[src/utg_pkg.sv]
// ----------------------------------------------------------------------------
// utg_pkg
// Types and constants of the USB transaction grouper: PID codes, packet
// types, record kinds, the transaction phase and the record layout.
// ----------------------------------------------------------------------------
`default_nettype none

package utg_pkg;

	localparam int IN_DATA_W  = 8;
	localparam int OUT_DATA_W = 168;

	localparam logic [3:0] PID_SOF    = 4'h5;
	localparam logic [3:0] SPLIT_CODE = 4'h8;
	localparam logic [3:0] PING_CODE  = 4'h4;

	localparam logic [1:0] TYPE_TOKEN     = 2'd1;
	localparam logic [1:0] TYPE_HANDSHAKE = 2'd2;
	localparam logic [1:0] TYPE_DATA      = 2'd3;

	localparam logic [1:0] KIND_SOF   = 2'd0;
	localparam logic [1:0] KIND_TRANS = 2'd1;
	localparam logic [1:0] KIND_ERROR = 2'd2;
	localparam logic [1:0] KIND_NONE  = 2'd3;

	typedef enum logic [1:0] {
		PH_IDLE  = 2'd0,
		PH_TOKEN = 2'd1,
		PH_DATA  = 2'd2
	} phase_t;

	typedef struct packed {
		logic [1:0]  kind;
		logic [31:0] first;
		logic [31:0] count;
		logic        tv;
		logic [31:0] ti;
		logic        dv;
		logic [31:0] di;
		logic        hv;
		logic [31:0] hi;
		logic [3:0]  epid;
		logic        last;
	} rec_t;

endpackage

`default_nettype wire

[src/usb_transaction_grouper.sv]
// ----------------------------------------------------------------------------
// usb_transaction_grouper
// Numbers captured USB packets, groups SOF runs and builds transaction
// records (token / data / handshake) from a stream of PIDs.
// ----------------------------------------------------------------------------
// Input request: s_tdata[3:0] = PID, s_tuser = 1 for end-of-capture flush.
// Output request: one record; m_tuser = record kind (SOF group, transaction,
// FSM error), m_tdata carries indices, counts and the error PID, m_tlast
// marks the final record caused by one input request.
// Path: a request passes the input register, then the record buffer.
// Throughput: one input request per cycle while the record buffer is free; a
// request yields zero to three records, sent one per cycle while m_tready is
// high. The input register holds the next request while the record buffer
// drains, and the request is processed in the cycle its last predecessor
// record is taken.
// Reset: packet counter, SOF group start, previous PID and transaction
// phase clear; the record buffer empties.
// Stall: while m_tready is low the current record holds; one more request
// is taken into the input register, then s_tready drops.
// ----------------------------------------------------------------------------
`default_nettype none

module usb_transaction_grouper #(
	parameter int INDEX_BITS = 32
) (
	input  wire                                 clk,
	input  wire                                 arst_n,
	input  wire                                 s_tvalid,
	output logic                                s_tready,
	input  wire  [utg_pkg::IN_DATA_W-1:0]       s_tdata,  // pid[3:0], zero pad
	input  wire                                 s_tuser,  // mode
	output logic                                m_tvalid,
	input  wire                                 m_tready,
	// first_index[31:0], group_count[63:32], token_valid[64],
	// token_index[96:65], data_valid[97], data_index[129:98],
	// handshake_valid[130], handshake_index[162:131], error_pid[166:163], pad
	output logic [utg_pkg::OUT_DATA_W-1:0]      m_tdata,
	output logic [1:0]                          m_tuser,  // record_kind
	output logic                                m_tlast
);

	localparam int IW = INDEX_BITS;

	// input register
	logic        valid_s1;
	logic        mode_s1;
	logic [3:0]  pid_s1;

	// grouper state
	utg_pkg::phase_t phase_q, phase_n;
	logic [IW-1:0]   tok_q, tok_n;
	logic [IW-1:0]   dat_q, dat_n;
	logic [3:0]      prev_q, prev_n;
	logic [IW-1:0]   gs_q, gs_n;
	logic [IW-1:0]   cnt_q, cnt_n;

	// record buffer
	utg_pkg::rec_t recs_q [3];
	utg_pkg::rec_t recs_n [3];
	logic [1:0]    left_q;
	logic [1:0]    rd_q;
	logic [1:0]    n_recs;

	logic          proc;
	logic          take;
	logic          free;

	logic          g_emit, t_emit, x_emit, hs_hit, held, hold_dat;
	logic [IW-1:0] span;
	utg_pkg::rec_t g_rec, t_rec, x_rec, out_rec;

	function automatic utg_pkg::rec_t trans_rec(
		input logic tv, input logic [IW-1:0] ti,
		input logic dv, input logic [IW-1:0] di,
		input logic hv, input logic [IW-1:0] hi
	);
		utg_pkg::rec_t r;
		r      = '0;
		r.kind = utg_pkg::KIND_TRANS;
		r.tv   = tv;
		r.ti   = tv ? 32'(ti) : 32'd0;
		r.dv   = dv;
		r.di   = dv ? 32'(di) : 32'd0;
		r.hv   = hv;
		r.hi   = hv ? 32'(hi) : 32'd0;
		return r;
	endfunction

	assign take     = m_tvalid && m_tready;
	assign free     = (left_q == 2'd0) || ((left_q == 2'd1) && m_tready);
	assign proc     = valid_s1 && free;
	assign s_tready = !valid_s1 || proc;

	assign held     = (phase_q != utg_pkg::PH_IDLE);
	assign hold_dat = (phase_q == utg_pkg::PH_DATA);
	assign span     = cnt_q - gs_q;

	always_comb begin
		phase_n = phase_q;
		tok_n   = tok_q;
		dat_n   = dat_q;
		prev_n  = prev_q;
		gs_n    = gs_q;
		cnt_n   = cnt_q;
		g_emit  = 1'b0;
		t_emit  = 1'b0;
		x_emit  = 1'b0;
		hs_hit  = 1'b0;
		x_rec   = '0;

		g_rec       = '0;
		g_rec.kind  = utg_pkg::KIND_SOF;
		g_rec.first = 32'(gs_q);
		g_rec.count = 32'(span);

		if (mode_s1) begin
			g_emit  = (prev_q == utg_pkg::PID_SOF) && (gs_q != cnt_q);
			t_emit  = held;
			phase_n = utg_pkg::PH_IDLE;
			prev_n  = 4'd0;
		end else begin
			if ((prev_q != pid_s1) && (gs_q != cnt_q)) begin
				g_emit = (prev_q == utg_pkg::PID_SOF);
				gs_n   = cnt_q;
			end
			priority if (!held && pid_s1[1:0] == utg_pkg::TYPE_TOKEN
					&& pid_s1 != utg_pkg::PID_SOF) begin
				phase_n = utg_pkg::PH_TOKEN;
				tok_n   = cnt_q;
			end else if (phase_q == utg_pkg::PH_TOKEN
					&& pid_s1[1:0] == utg_pkg::TYPE_DATA) begin
				phase_n = utg_pkg::PH_DATA;
				dat_n   = cnt_q;
			end else if (held && pid_s1[1:0] == utg_pkg::TYPE_HANDSHAKE) begin
				t_emit  = 1'b1;
				hs_hit  = 1'b1;
				phase_n = utg_pkg::PH_IDLE;
			end else if (held && pid_s1[1:0] == utg_pkg::TYPE_TOKEN) begin
				t_emit = 1'b1;
				if (pid_s1 != utg_pkg::PID_SOF) begin
					phase_n = utg_pkg::PH_TOKEN;
					tok_n   = cnt_q;
				end else begin
					phase_n = utg_pkg::PH_IDLE;
				end
			end else if (pid_s1 == utg_pkg::SPLIT_CODE) begin
				t_emit  = held;
				x_emit  = 1'b1;
				x_rec   = trans_rec(1'b1, cnt_q, 1'b0, '0, 1'b0, '0);
				phase_n = utg_pkg::PH_IDLE;
			end else if (pid_s1 == utg_pkg::PING_CODE) begin
				t_emit  = held;
				phase_n = utg_pkg::PH_TOKEN;
				tok_n   = cnt_q;
			end else if (pid_s1 == utg_pkg::PID_SOF) begin
				phase_n = phase_q;
			end else begin
				t_emit      = held;
				x_emit      = 1'b1;
				x_rec.kind  = utg_pkg::KIND_ERROR;
				x_rec.first = 32'(cnt_q);
				x_rec.epid  = pid_s1;
				phase_n     = utg_pkg::PH_IDLE;
			end
			prev_n = pid_s1;
			cnt_n  = cnt_q + IW'(1);
		end

		t_rec = trans_rec(held, tok_q, hold_dat, dat_q, hs_hit, cnt_q);

		recs_n = '{default: '0};
		n_recs = 2'd0;
		if (g_emit) begin
			recs_n[n_recs] = g_rec;
			n_recs         = n_recs + 2'd1;
		end
		if (t_emit) begin
			recs_n[n_recs] = t_rec;
			n_recs         = n_recs + 2'd1;
		end
		if (x_emit) begin
			recs_n[n_recs] = x_rec;
			n_recs         = n_recs + 2'd1;
		end
		if (n_recs != 2'd0) begin
			recs_n[n_recs - 2'd1].last = 1'b1;
		end
	end

	always_ff @(posedge clk or negedge arst_n) begin
		if (!arst_n) begin
			valid_s1 <= 1'b0;
			left_q   <= 2'd0;
			rd_q     <= 2'd0;
			phase_q  <= utg_pkg::PH_IDLE;
			prev_q   <= 4'd0;
			gs_q     <= '0;
			cnt_q    <= '0;
		end else begin
			if (s_tvalid && s_tready) begin
				valid_s1 <= 1'b1;
			end else if (proc) begin
				valid_s1 <= 1'b0;
			end
			if (proc) begin
				left_q  <= n_recs;
				rd_q    <= 2'd0;
				phase_q <= phase_n;
				prev_q  <= prev_n;
				gs_q    <= gs_n;
				cnt_q   <= cnt_n;
			end else if (take) begin
				left_q <= left_q - 2'd1;
				rd_q   <= rd_q + 2'd1;
			end
		end
	end

	always_ff @(posedge clk) begin
		if (s_tvalid && s_tready) begin
			mode_s1 <= s_tuser;
			pid_s1  <= s_tdata[3:0];
		end
		if (proc) begin
			tok_q  <= tok_n;
			dat_q  <= dat_n;
			recs_q <= recs_n;
		end
	end

	assign out_rec  = recs_q[rd_q];
	assign m_tvalid = (left_q != 2'd0);
	assign m_tuser  = out_rec.kind;
	assign m_tlast  = out_rec.last;
	assign m_tdata  = {1'b0, out_rec.epid, out_rec.hi, out_rec.hv, out_rec.di,
		out_rec.dv, out_rec.ti, out_rec.tv, out_rec.count, out_rec.first};

	a_buf_bound: assert property (@(posedge clk) disable iff (!arst_n)
		({1'b0, rd_q} + {1'b0, left_q}) <= 3'd3)
		else $error("record buffer read past its fill");

	a_last_pos: assert property (@(posedge clk) disable iff (!arst_n)
		m_tvalid |-> (m_tlast == (left_q == 2'd1)))
		else $error("tlast not on final buffered record");

	a_kind_ok: assert property (@(posedge clk) disable iff (!arst_n)
		m_tvalid |-> (m_tuser != utg_pkg::KIND_NONE))
		else $error("record of unused kind sent");

	a_cnt_step: assert property (@(posedge clk) disable iff (!arst_n)
		(proc && !mode_s1) |=> ((cnt_q - $past(cnt_q)) == INDEX_BITS'(1)))
		else $error("packet counter did not advance by one");

	a_flush_cnt: assert property (@(posedge clk) disable iff (!arst_n)
		(proc && mode_s1) |=> ($stable(cnt_q) && phase_q == utg_pkg::PH_IDLE))
		else $error("flush moved counter or left a transaction held");

endmodule

`default_nettype wire
[config.mk]
export PLATFORM = sky130hd
export DESIGN_NAME = usb_transaction_grouper
export DESIGN_NICKNAME = d
export VERILOG_FILES = /design/src/utg_pkg.sv /design/src/usb_transaction_grouper.sv
export SDC_FILE = /design/constraint.sdc
export NUM_CORES = 1
export LEC_CHECK = 0
export BUFFER_PORTS_ARGS = -buffer_cell sky130_fd_sc_hd__clkbuf_2
export CAP_MARGIN = 30
export CORE_AREA = 2 2 238 240
export DETAILED_ROUTE_END_ITERATION = 8
export DIE_AREA = 0 0 240 242
export GPL_ROUTABILITY_DRIVEN = 0
export PLACE_DENSITY = 0.68
export RECOVER_POWER = 100
export SYNTH_ARGS = -nofsm -noshare
export SYNTH_HDL_FRONTEND = slang
export SYNTH_SLANG_ARGS = --single-unit
[constraint.sdc]
create_clock -name clk -period 9 [get_ports clk]
set_clock_uncertainty 0.15 [all_clocks]
set_input_delay 1.8 -clock clk [delete_from_list [all_inputs] [get_ports clk]]
set_output_delay 1.8 -clock clk [all_outputs]
set_load 0.05 [all_outputs]
==> impl_summary.log, run 1 <==
[metrics] sort of element at the start of the critical path: flop
[metrics] number of buffer cells added on primary ports: 180
[metrics] headroom to the max-slew limit: -1.72
[metrics] most instantiated flip-flop cell in the synthesis netlist: sky130_fd_sc_hd__edfxtp_1
[metrics] list of most frequent post-synthesis cells: sky130_fd_sc_hd__edfxtp_1, sky130_fd_sc_hd__nand2_1, sky130_fd_sc_hd__and2_1
[metrics] DP Wirelength: between 40 and 50 mm
[metrics] summed area of non-filler cells in the final layout: 27700 um^2
[metrics] Post-route DRC: 0
[metrics] first-pass GRT wire length: 100 mm
[metrics] share of cells above drive strength 1: 0.0649
[metrics] Leakage: approximately 0.010 uW
[metrics] series of cell instances along the critical path: clkbuf_1, ha_1, nand3_1, or4_1, nor4_1, nor2_1, ha_1, inv_1, nor3_4, buf_4, nor4_1, clkbuf_1, a32o_1
[metrics] routed wire length: slightly below 70 mm
[metrics] top-level port count: ~190
[metrics] H-tree depth reported by CTS: 2
[metrics] routed wirelength normalized by instance count: 22.5 um
[metrics] die footprint: between 50000 and 60000 um^2
[metrics] Die Y-Extent: between 200 and 250 um
[metrics] Die Width: approximately 240 um
[metrics] path category of the worst min-delay check: flop to flop
[metrics] Post-synth EDFFs: 448
[metrics] number of gates resized after cts: 0
[metrics] Net count, final: about 2300
[metrics] setup violators final: 0
[metrics] violated checks: max-capacitance violations, max-slew violations
[metrics] #FFs+latches synth: around 520
[metrics] max-capacitance violation count: 11
[metrics] critical path peak fanout: 30
[metrics] areal power density over the cells: 398 nW/um^2
[metrics] Cells after DPL: 2920
[metrics] Async S/R FF share, synth: 0.143
[metrics] Syn Inst Count: between 2000 and 2500
[metrics] buffers inserted during post-CTS setup optimization: 0
[metrics] Worst R2R Setup Slack: approximately 2100 ps
[metrics] arrival time reported for the critical path endpoint: approximately 7100 ps
[metrics] setup repair after global routing missed its margin: no
[metrics] data required time at the worst endpoint: around 9200 ps
[metrics] Worst Path Buf+Inv: 4
[metrics] Area after DPL: around 27000 um^2
[metrics] vias after detailed routing: 17200
[metrics] largest net degree at the start of global routing: ~220
[metrics] nets in the synthesized netlist: 2126
[metrics] antenna violations before repair: 4
[metrics] clock network latency to the later pin of the worst-skew pair: between 600 and 700 ps
[metrics] site row count: between 80 and 90
[metrics] result of the run: complete, but fails checks
[metrics] kind of cell with the highest combined delay on the critical path: simple AND/OR/NAND/NOR gates
[metrics] Antenna Violating Nets Remaining: 0
[metrics] synthesized cell area: about 25000 um^2
[metrics] synth unique cells: 69
[metrics] final sum of negative setup slack: 0 ps
[metrics] total of warnings raised by yosys: 0
[metrics] total track usage: 0.228
[metrics] Final Max Tran Viols: 434
[metrics] Fin. Hold Viols: 0
[metrics] library cell occupying the most area in the post-synthesis netlist: sky130_fd_sc_hd__edfxtp_1
[metrics] Core ar.: between 50000 and 60000 um^2
[metrics] number of buffers on the longest clock path: 3
[metrics] cell at the slowest stage of the critical path: sky130_fd_sc_hd__nor4_1
[metrics] vias per std cell: ~5.7
[metrics] post-layout min period: about 6900 ps
[metrics] CTS tree: done
[metrics] proportion of netlist area held by the largest area contributor: 0.545
[metrics] path type of the worst setup path: flop to flop
[metrics] clock root buffer: sky130_fd_sc_hd__clkbuf_16
[metrics] Worst Tran Pin Value: slightly above 4000 ps
[metrics] clock transition time at the flip-flop clock pins of the worst setup and hold paths: around 60 ps
[metrics] router iterations before antenna repair: 6
[metrics] Final Non-Filler Cells: 3024
[metrics] via count of the first global-routing pass: approximately 16000
[metrics] most frequent cell after synthesis: sky130_fd_sc_hd__edfxtp_1
[metrics] count of routing violations after the opening detailed-route iteration: ~1700
[metrics] biggest cell delay along the critical path: 1000 ps
[metrics] Avg Inst Size Synth: between 10 and 15 um^2
[metrics] Num CTS Buffers: 54
[metrics] aggregate global routing overflow: 0
[metrics] ratio of final minimum period to clock period: 0.766
[metrics] cell types occupying the most area after synthesis: sky130_fd_sc_hd__edfxtp_1, sky130_fd_sc_hd__dfrtp_1, sky130_fd_sc_hd__mux2i_1, sky130_fd_sc_hd__and2_1, sky130_fd_sc_hd__nand2_1
[metrics] Initial Utilization: 0.443
[metrics] maximum ir drop on the vdd rail: ~0.25 mV
[metrics] Area growth, synth to finish: 12.4%
[metrics] final hold slack: 340 ps
[metrics] Peak Freq: between 100 and 150 MHz
[metrics] hold-fix buffer count after cts: 0
[metrics] Sinks on Clock Net: ~520
[metrics] category of the worst setup path capture point: flop
[metrics] post-synthesis sequential area ratio: 0.622
final timing paths:
path / startpoint / end / cells past startpoint
max in group asynchronous: arst_n / rd_q[0] / 2
min reg2reg: left_q[1] / left_q[1] / 2
min in group asynchronous: arst_n / gs_q[24] / 1
max reg2reg: cnt_q[7] / recs_q[247] / 13
min: left_q[1] / left_q[1] / 2
max: cnt_q[7] / recs_q[247] / 13
metal layers:
metal / GRT usage / up-vias / part of all wire
met5: 0 / - / 0
li1: - / 7785 / -
met2: 0.363 / 691 / 0.47
met4: 0.0996 / 0 / 0.042
met1: 0.311 / 8524 / 0.41
met3: 0.0352 / 157 / 0.070
cells in the final DEF (no fill, tap or decap), types with 7 or more instances in the layout:
master / netlist / layout
sky130_fd_sc_hd__nand4_1: 21 / 21
sky130_fd_sc_hd__dfrtp_1: 75 / 74
sky130_fd_sc_hd__ha_1: 40 / 40
sky130_fd_sc_hd__clkbuf_1: 111 / 212
sky130_fd_sc_hd__o22ai_1: 24 / 24
sky130_fd_sc_hd__a21oi_1: 38 / 39
sky130_fd_sc_hd__o2bb2ai_1: 14 / 14
sky130_fd_sc_hd__a21o_1: 11 / 11
sky130_fd_sc_hd__nor2b_1: 10 / 9
sky130_fd_sc_hd__nor3b_1: 6 / 7
sky130_fd_sc_hd__nor2_1: 140 / 140
sky130_fd_sc_hd__a32o_1: 19 / 19
sky130_fd_sc_hd__a31oi_1: 9 / 9
sky130_fd_sc_hd__mux2i_1: 150 / 150
sky130_fd_sc_hd__nor4_1: 8 / 10
sky130_fd_sc_hd__nor3_1: 30 / 34
sky130_fd_sc_hd__o21ai_0: 163 / 162
sky130_fd_sc_hd__o21a_1: 13 / 13
sky130_fd_sc_hd__nand2b_1: 45 / 45
sky130_fd_sc_hd__or2_2: 9 / 9
sky130_fd_sc_hd__and2_1: 165 / 59
sky130_fd_sc_hd__clkbuf_2: 2 / 37
sky130_fd_sc_hd__xor2_1: 14 / 14
sky130_fd_sc_hd__clkbuf_16: 0 / 55
sky130_fd_sc_hd__and3_1: 77 / 77
sky130_fd_sc_hd__inv_1: 49 / 49
sky130_fd_sc_hd__nand3_1: 26 / 26
sky130_fd_sc_hd__nand2_1: 218 / 218
sky130_fd_sc_hd__xnor2_1: 31 / 31
sky130_fd_sc_hd__a22o_1: 13 / 13
sky130_fd_sc_hd__and2_0: 0 / 106
sky130_fd_sc_hd__edfxtp_1: 448 / 448
sky130_fd_sc_hd__buf_4: 3 / 11
per-stage QoR:
stage | util | setup slack [ps] | power, uW
global placement | 0.473 | 3920 | 8970
floorplan | - | 440 | 7850
finish | 0.497 | 2110 | 11000
CTS | 0.506 | 3450 | 11200
detailed placement | 0.477 | 3760 | 9080
global route | 0.497 | 1820 | 11500
tightest hold or removal path, delay by kind of cell, from the launching register on:
kind               cells  cell delay [ps]
and+or+nand+nor        1               50
AOI/OAI and AO/OA      1               60
DFF                    1              340
power by group:
group	switching, uW	internal, uW
Sequential	311	3700
Combinational	3870	1030
Clock	921	1190
registers in the layout, summed over array words and instances (netlist names):
name      count
cnt_q        32
pid_s1        4
rd_q          2
valid_s1      1
phase_q       2
recs_q      379
left_q        2
tok_q        32
gs_q         32
prev_q        4
dat_q        32
mode_s1       1
cell type report:
cell class	count	area, um^2
Antenna cell	3	7.51
Clock buffer	87	1530
Clock inverter	13	113
Fill cell	5066	28000
Inverter	50	189
Multi-Input combinational cell	1355	8500
Sequential cell	523	15300
Tap cell	756	946
Timing Repair Buffer	237	1090
cells by family after synthesis:
family | synth area share
compound gates | 0.0844
xor+xnor | 0.0160
fa+ha+maj | 0.0211
buf+inv | 0.0315
flops | 0.622
mux | 0.0627
other cells | 0.000152
simple gates | 0.163
No activity file was read; power rests on OpenSTA's default activity.
==> inputs of run 2 (changes only) <==
==> constraint.sdc (replaced) <==
create_clock -name clk -period 5.66 [get_ports clk]
set_clock_uncertainty 0.15 [all_clocks]
set_input_delay 1.132 -clock clk [delete_from_list [all_inputs] [get_ports clk]]
set_output_delay 1.132 -clock clk [all_outputs]
set_load 0.05 [all_outputs]
==> run 2 against run 1 <==
The run still ends with max-capacitance violations, max-slew violations left; cell count grew 0.17%; total power up 64%; first-iteration DRC count increased by 29%; combinational power is 58% higher; sequential share of layout area fell by 0.63 points; register-to-register slack got worse by 1500 ps; sequential cell count is the same; highest routed layer unchanged.
==> impl_summary.log, run 2 (synthesis gave the netlist of run 1 again) <==
[metrics] result of the run: complete, but fails checks (unchanged)
[metrics] violated checks: max-capacitance violations, max-slew violations (unchanged)
[metrics] first-pass GRT wire length: 103 mm (was 100 mm)
[metrics] cell at the slowest stage of the critical path: sky130_fd_sc_hd__clkbuf_2 (was sky130_fd_sc_hd__nor4_1)
[metrics] Core ar.: 55700 um^2 (unchanged)
[metrics] Num CTS Buffers: 56 (was 54)
[metrics] setup repair after global routing missed its margin: no (unchanged)
[metrics] Area growth, synth to finish: 13.7% (was 12.4%)
[metrics] maximum ir drop on the vdd rail: 0.464 mV (was 0.255 mV)
[metrics] Leakage: 0.0105 uW (was 0.0103 uW)
[metrics] post-layout power: 18000 uW (was 11000 uW)
[metrics] busiest grt layer: met2 (unchanged)
[metrics] Initial Utilization: 0.443 (unchanged)
[metrics] number of buffers on the longest clock path: 3 (unchanged)
[metrics] count of cells along the worst hold path: 2 (unchanged)
[metrics] final sum of negative setup slack: 0 ps (unchanged)
[metrics] data required time at the worst endpoint: 4380 ps (was 9200 ps)
[metrics] areal power density over the cells: 643 nW/um^2 (was 398 nW/um^2)
[metrics] met3 capacity usage during global routing: 0.0406 (was 0.0352)
[metrics] Final Non-Filler Cells: 3029 (was 3024)
[metrics] setup violators final: 0 (unchanged)
[metrics] Net count, final: 2284 (was 2275)
[metrics] Place WS: 1080 ps (was 3760 ps)
[metrics] max-capacitance violation count: 10 (was 11)
[metrics] clock network latency to the later pin of the worst-skew pair: 620 ps (was 610 ps)
[metrics] die footprint: 58100 um^2 (unchanged)
[metrics] headroom to the max-slew limit: -0.972 (was -1.72)
[metrics] category of the worst setup path capture point: primary output (was flop)
[metrics] count of routing violations after the opening detailed-route iteration: 2145 (was 1667)
[metrics] largest net degree at the start of global routing: 217 (was 221)
[metrics] path category of the worst min-delay check: flop to flop (unchanged)
[metrics] slack of the critical path: 510 ps (was 2110 ps)
[metrics] H-tree depth reported by CTS: 2 (unchanged)
[metrics] Sinks on Clock Net: 523 (unchanged)
[metrics] met1 GRT Util: 0.320 (was 0.311)
[metrics] global routing met2 resource utilization: 0.377 (was 0.363)
[metrics] DP Wirelength: 44.0 mm (was 43.0 mm)
[metrics] antenna violations before repair: 2 (was 4)
[metrics] vias after detailed routing: 17300 (was 17200)
[metrics] Cells after DPL: 2928 (was 2920)
[metrics] aggregate global routing overflow: 0 (unchanged)
[metrics] Largest Register: recs_q (unchanged)
[metrics] number of buffer cells added on primary ports: 180 (unchanged)
[metrics] sort of element at the start of the critical path: flop (unchanged)
[metrics] arrival time reported for the critical path endpoint: 3870 ps (was 7090 ps)
[metrics] post-layout min period: ~5000 ps
[metrics] series of cell instances along the critical path: clkbuf_2, mux2i_1, o21ai_0, clkbuf_1 (was clkbuf_1, ha_1, nand3_1, or4_1, nor4_1, nor2_1, ha_1, inv_1, nor3_4, buf_4, nor4_1, clkbuf_1, a32o_1)
[metrics] share of cells above drive strength 1: 0.0713 (was 0.0649)
[metrics] total track usage: 0.236 (was 0.228)
[metrics] routed wire length: 69.3 mm (was 68.0 mm)
[metrics] via count of the first global-routing pass: 16800 (was 16500)
[metrics] Peak Freq: between 150 and 200 MHz
[metrics] Fin. Hold Viols: 0 (unchanged)
[metrics] routed wirelength normalized by instance count: 22.9 um (was 22.5 um)
[metrics] summed area of non-filler cells in the final layout: 28000 um^2 (was 27700 um^2)
[metrics] Register-to-Register Path Depth: 14 (was 13)
[metrics] clock transition time at the flip-flop clock pins of the worst setup and hold paths: 60 ps (about the same)
[metrics] router iterations before antenna repair: 6 (unchanged)
[metrics] site row count: 87 (unchanged)
[metrics] Antenna Violating Nets Remaining: 0 (unchanged)
[metrics] diodes inserted: 0 (was 3)
[metrics] clock root buffer: sky130_fd_sc_hd__clkbuf_16 (unchanged)
[metrics] buffers inserted during post-CTS setup optimization: 0 (unchanged)
[metrics] top-level port count: 186 (unchanged)
[metrics] Die Width: 240 um (unchanged)
[metrics] Die Y-Extent: 242 um (unchanged)
[metrics] ratio of final minimum period to clock period: 0.910
[metrics] path type of the worst setup path: flop to primary output (was flop to flop)
[metrics] biggest cell delay along the critical path: 1240 ps (was 1000 ps)
[metrics] critical path peak fanout: 57 (was 30)
[metrics] commonest cells after routing, fill and taps aside: sky130_fd_sc_hd__edfxtp_1, sky130_fd_sc_hd__nand2_1, sky130_fd_sc_hd__clkbuf_1 (unchanged)
[metrics] Post-route DRC: 0 (unchanged)
[metrics] Final Max Tran Viols: 695 (was 434)
[metrics] Worst Tran Pin Value: 2960 ps (was 4090 ps)
[metrics] Area after DPL: 26600 um^2 (about the same)
[metrics] CTS tree: done (unchanged)
[metrics] vias per std cell: 5.70 (was 5.67)
[metrics] commonest non-fill, non-tap cell in the layout: sky130_fd_sc_hd__edfxtp_1 (unchanged)
[metrics] Largest register FFs: 379 (unchanged)
[metrics] hold-fix buffer count after cts: 0 (unchanged)
[metrics] number of gates resized after cts: 0 (unchanged)
[metrics] count of fill cells added during filler insertion: 4991 (was 5066)
-- run 2: cell count changes in the layout (fill, tap and decap cells not counted), sizes merged --
cell	change
diode	-3
bufinv	+8
clkbuf	-15
inv	-1
clkinv	+15
buf	+1
-- run 2: worst max-delay path, delay by kind of cell (launching register included) --
kind	cells	cell delay, ps
muxes	1	170
AOI/OAI and AO/OA	1	230
DFF	1	950
buffers and inverters	2	1740
-- run 2: final timing paths --
check | startpoint | slack, ps | to
min in group asynchronous | arst_n | 1180 | gs_q[19]
min reg2reg | left_q[1] | 340 | left_q[1]
max in group asynchronous | arst_n | 1360 | cnt_q[28]
max | rd_q[1] | 510 | m_tdata[73]
max reg2reg | cnt_q[0] | 580 | recs_q[414]
min | left_q[1] | 340 | left_q[1]
-- run 2: final cells by class --
class,instances,area [um^2],share of cell area
Multi-Input combinational cell,1355,8530,0.304
Tap cell,756,946,0.0337
Timing Repair Buffer,244,1120,0.0399
Inverter,50,189,0.00674
Clock buffer,66,1490,0.0532
Clock inverter,35,428,0.0153
Sequential cell,523,15300,0.547
-- run 2: layer usage --
metal,vias to the layer above,share of wire
met2,808,0.47
met1,8522,0.41
met5,-,0
met4,0,0.042
li1,7787,-
met3,141,0.079
-- run 2: power by group --
group          total [uW]  leakage (uW)  internal, uW  switching, uW
combinational        7740       0.00412          1620           6120
clock                3820      0.000932          2280           1530
sequential           6480       0.00543          5950            531
total               18000        0.0105          9860           8180
-- run 2: metrics by stage --
stage                     hold WS, ps  utilization
final                             340        0.503
after CTS                         343        0.512
after detailed placement          331        0.478
after floorplan                   306            -
after global routing              374        0.503
after global placement            323        0.476
==> inputs of run 3 (changes only) <==
--- a/config.mk
+++ b/config.mk
@@ -11,8 +11,9 @@
 export DETAILED_ROUTE_END_ITERATION = 8
 export DIE_AREA = 0 0 240 242
 export GPL_ROUTABILITY_DRIVEN = 0
-export PLACE_DENSITY = 0.68
+export PLACE_DENSITY = 0.66
 export RECOVER_POWER = 100
+export SKIP_LAST_GASP = 1
 export SYNTH_ARGS = -nofsm -noshare
 export SYNTH_HDL_FRONTEND = slang
 export SYNTH_SLANG_ARGS = --single-unit
==> constraint.sdc (replaced) <==
create_clock -name clk -period 4.8 [get_ports clk]
set_clock_uncertainty 0.15 [all_clocks]
set_input_delay 0.96 -clock clk [delete_from_list [all_inputs] [get_ports clk]]
set_output_delay 0.96 -clock clk [all_outputs]
set_load 0.05 [all_outputs]
==> run 3 against run 2 <==
The run still ends with max-capacitance violations, max-slew violations left; total power rose by 15%; cell count rose by 0.46%; die area did not move; via count fell by 0.90%; critical path depth did not move; routed wire length fell by 1.6%; combinational power rose by 20%; global-route usage fell by 0.41 points; critical path type unchanged; critical endpoint is now m_tdata[6]; largest cell class unchanged.
==> impl_summary.log, run 3 (synthesis gave the netlist of run 1 again) <==
[metrics] max-capacitance violation count: 3 (was 10)
[metrics] clock network latency to the later pin of the worst-skew pair: 610 ps (was 620 ps)
[metrics] Die Width: 240 um (unchanged)
[metrics] router iterations before antenna repair: 6 (unchanged)
[metrics] routed wire length: 68.2 mm (was 69.3 mm)
[metrics] path type of the worst setup path: flop to primary output (unchanged)
[metrics] commonest cells after routing, fill and taps aside: sky130_fd_sc_hd__edfxtp_1, sky130_fd_sc_hd__nand2_1, sky130_fd_sc_hd__clkbuf_1 (unchanged)
[metrics] category of the worst setup path capture point: primary output (unchanged)
[metrics] Worst Tran Pin Value: 2530 ps (was 2960 ps)
[metrics] cell at the slowest stage of the critical path: sky130_fd_sc_hd__dfrtp_2 (was sky130_fd_sc_hd__clkbuf_2)
[metrics] Core ar.: 55700 um^2 (unchanged)
[metrics] setup violators final: 0 (unchanged)
[metrics] critical path peak fanout: 46 (was 57)
[metrics] site row count: 87 (unchanged)
[metrics] count of routing violations after the opening detailed-route iteration: 1808 (was 2145)
[metrics] met3 capacity usage during global routing: 0.0379 (was 0.0406)
[metrics] antenna violations before repair: 4 (was 2)
[metrics] Worst R2R Setup Slack: 340 ps (was 580 ps)
[metrics] arrival time reported for the critical path endpoint: 3440 ps (was 3870 ps)
[metrics] Antenna Violating Nets Remaining: 0 (unchanged)
[metrics] global routing met2 resource utilization: 0.369 (was 0.377)
[metrics] Fin. Hold Viols: 0 (unchanged)
[metrics] Net count, final: 2295 (was 2284)
[metrics] aggregate global routing overflow: 0 (unchanged)
[metrics] Largest register FFs: 379 (unchanged)
[metrics] Register-to-Register Path Depth: 13 (was 14)
[metrics] number of gates resized after cts: 0 (unchanged)
[metrics] series of cell instances along the critical path: buf_4, mux2i_1, o21ai_0, clkbuf_1 (was clkbuf_2, mux2i_1, o21ai_0, clkbuf_1)
[metrics] Largest Register: recs_q (unchanged)
[metrics] DP Wirelength: 44.0 mm (about the same)
[metrics] areal power density over the cells: 744 nW/um^2 (was 643 nW/um^2)
[metrics] Final Max Tran Viols: 277 (was 695)
[metrics] R2R Path End: recs_q[331] (was recs_q[414])
[metrics] Sinks on Clock Net: 523 (unchanged)
[metrics] result of the run: complete, but fails checks (unchanged)
[metrics] die footprint: 58100 um^2 (unchanged)
[metrics] Initial Utilization: 0.443 (unchanged)
[metrics] hold-fix buffer count after cts: 0 (unchanged)
[metrics] violated checks: max-capacitance violations, max-slew violations (unchanged)
[metrics] diodes inserted: 0 (unchanged)
[metrics] commonest non-fill, non-tap cell in the layout: sky130_fd_sc_hd__edfxtp_1 (unchanged)
[metrics] setup repair after global routing missed its margin: no (unchanged)
[metrics] headroom to the max-slew limit: -0.687 (was -0.972)
[metrics] sort of element at the start of the critical path: flop (unchanged)
[metrics] path category of the worst min-delay check: primary input to asynchronous set/reset pin (was flop to flop)
[metrics] source of the worst register-to-register timing path: gs_q[25] (was cnt_q[0])
[metrics] busiest grt layer: met2 (unchanged)
[metrics] post-layout min period: 4550 ps
[metrics] clock root buffer: sky130_fd_sc_hd__clkbuf_16 (unchanged)
[metrics] largest net degree at the start of global routing: 139 (was 217)
[metrics] Die Y-Extent: 242 um (unchanged)
[metrics] Leakage: 0.0105 uW (about the same)
[metrics] maximum ir drop on the vdd rail: 0.521 mV (was 0.464 mV)
[metrics] number of buffer cells added on primary ports: 180 (unchanged)
[metrics] H-tree depth reported by CTS: 2 (unchanged)
[metrics] buffers inserted during post-CTS setup optimization: 0 (unchanged)
[metrics] ratio of final minimum period to clock period: 0.948
[metrics] via count of the first global-routing pass: 16500 (was 16800)
[metrics] met1 GRT Util: 0.313 (was 0.320)
[metrics] post-layout power: 20800 uW (was 18000 uW)
[metrics] vias after detailed routing: 17100 (was 17300)
[metrics] routed wirelength normalized by instance count: 22.4 um (was 22.9 um)
[metrics] CTS tree: done (unchanged)
[metrics] Num CTS Buffers: 54 (was 56)
[metrics] total track usage: 0.232 (was 0.236)
[metrics] Post-route DRC: 0 (unchanged)
[metrics] top-level port count: 186 (unchanged)
[metrics] first-pass GRT wire length: 101 mm (was 103 mm)
[metrics] vias per std cell: 5.62 (was 5.70)
[metrics] Peak Freq: between 200 and 250 MHz
[metrics] biggest cell delay along the critical path: 1250 ps (was 1240 ps)
[metrics] data required time at the worst endpoint: 3690 ps (was 4380 ps)
[metrics] number of buffers on the longest clock path: 3 (unchanged)
[metrics] Area growth, synth to finish: 13.2% (was 13.7%)
[metrics] count of fill cells added during filler insertion: 5043 (was 4991)
[metrics] share of cells above drive strength 1: 0.0778 (was 0.0713)
[metrics] clock transition time at the flip-flop clock pins of the worst setup and hold paths: 60 ps (about the same)
[metrics] final sum of negative setup slack: 0 ps (unchanged)
[run 3: final cells by class]
type                       count  area, um^2  share of cell area
sequential                   523       15300               0.549
multi-input combinational   1355        8550               0.306
clock buffer                  72        1450              0.0519
timing repair buffer         257        1240              0.0444
tap                          756         946              0.0339
clock inverter                30         224             0.00802
inverter                      50         189             0.00677
[run 3: stage by stage]
step                cells  setup WS (ps)  hold slack [ps]  utilization  cell area [um^2]
floorplan            2072          -2730              306            -             24700
global placement     2937            573              320        0.478             26600
detailed placement   2939            485              323        0.479             26700
CTS                  3041            462              358        0.509             28400
global route         3043            137              209        0.501             27900
finish               3043            251              193        0.501             27900
[run 3: worst max path at each step]
| stage | from | endpoint | slack, ps | cells past startpoint |
|---|---|---|---|---|
| floorplan | m_tready | prev_q[1] | -2730 | 4 |
| global placement | gs_q[25] | recs_q[247] | 570 | 12 |
| detailed placement | gs_q[25] | recs_q[244] | 490 | 12 |
| CTS | gs_q[25] | recs_q[244] | 460 | 12 |
| global route | rd_q[0] | m_tdata[106] | 140 | 4 |
| finish | rd_q[1] | m_tdata[6] | 250 | 4 |
[run 3: report_power, final]
group / switching (uW) / internal [uW] / total, uW
combinational: 7270 / 1980 / 9250
sequential: 548 / 6950 / 7500
clock: 1740 / 2280 / 4020
total: 9560 / 11200 / 20800
[run 3: worst max-delay path, delay by kind of cell (launching register included)]
kind,cells,cell delay (ps)
AO/OA/AOI/OAI,1,370
buffers and inverters,2,1040
flip-flops,1,1250
multiplexers,1,120
[run 3: layer usage]
metal,up-vias,part of all wire,wire (um)
met3,159,0.071,4830
met1,8414,0.42,28300
met4,0,0.044,3020
met2,711,0.47,32000
li1,7819,-,-
met5,-,0,0
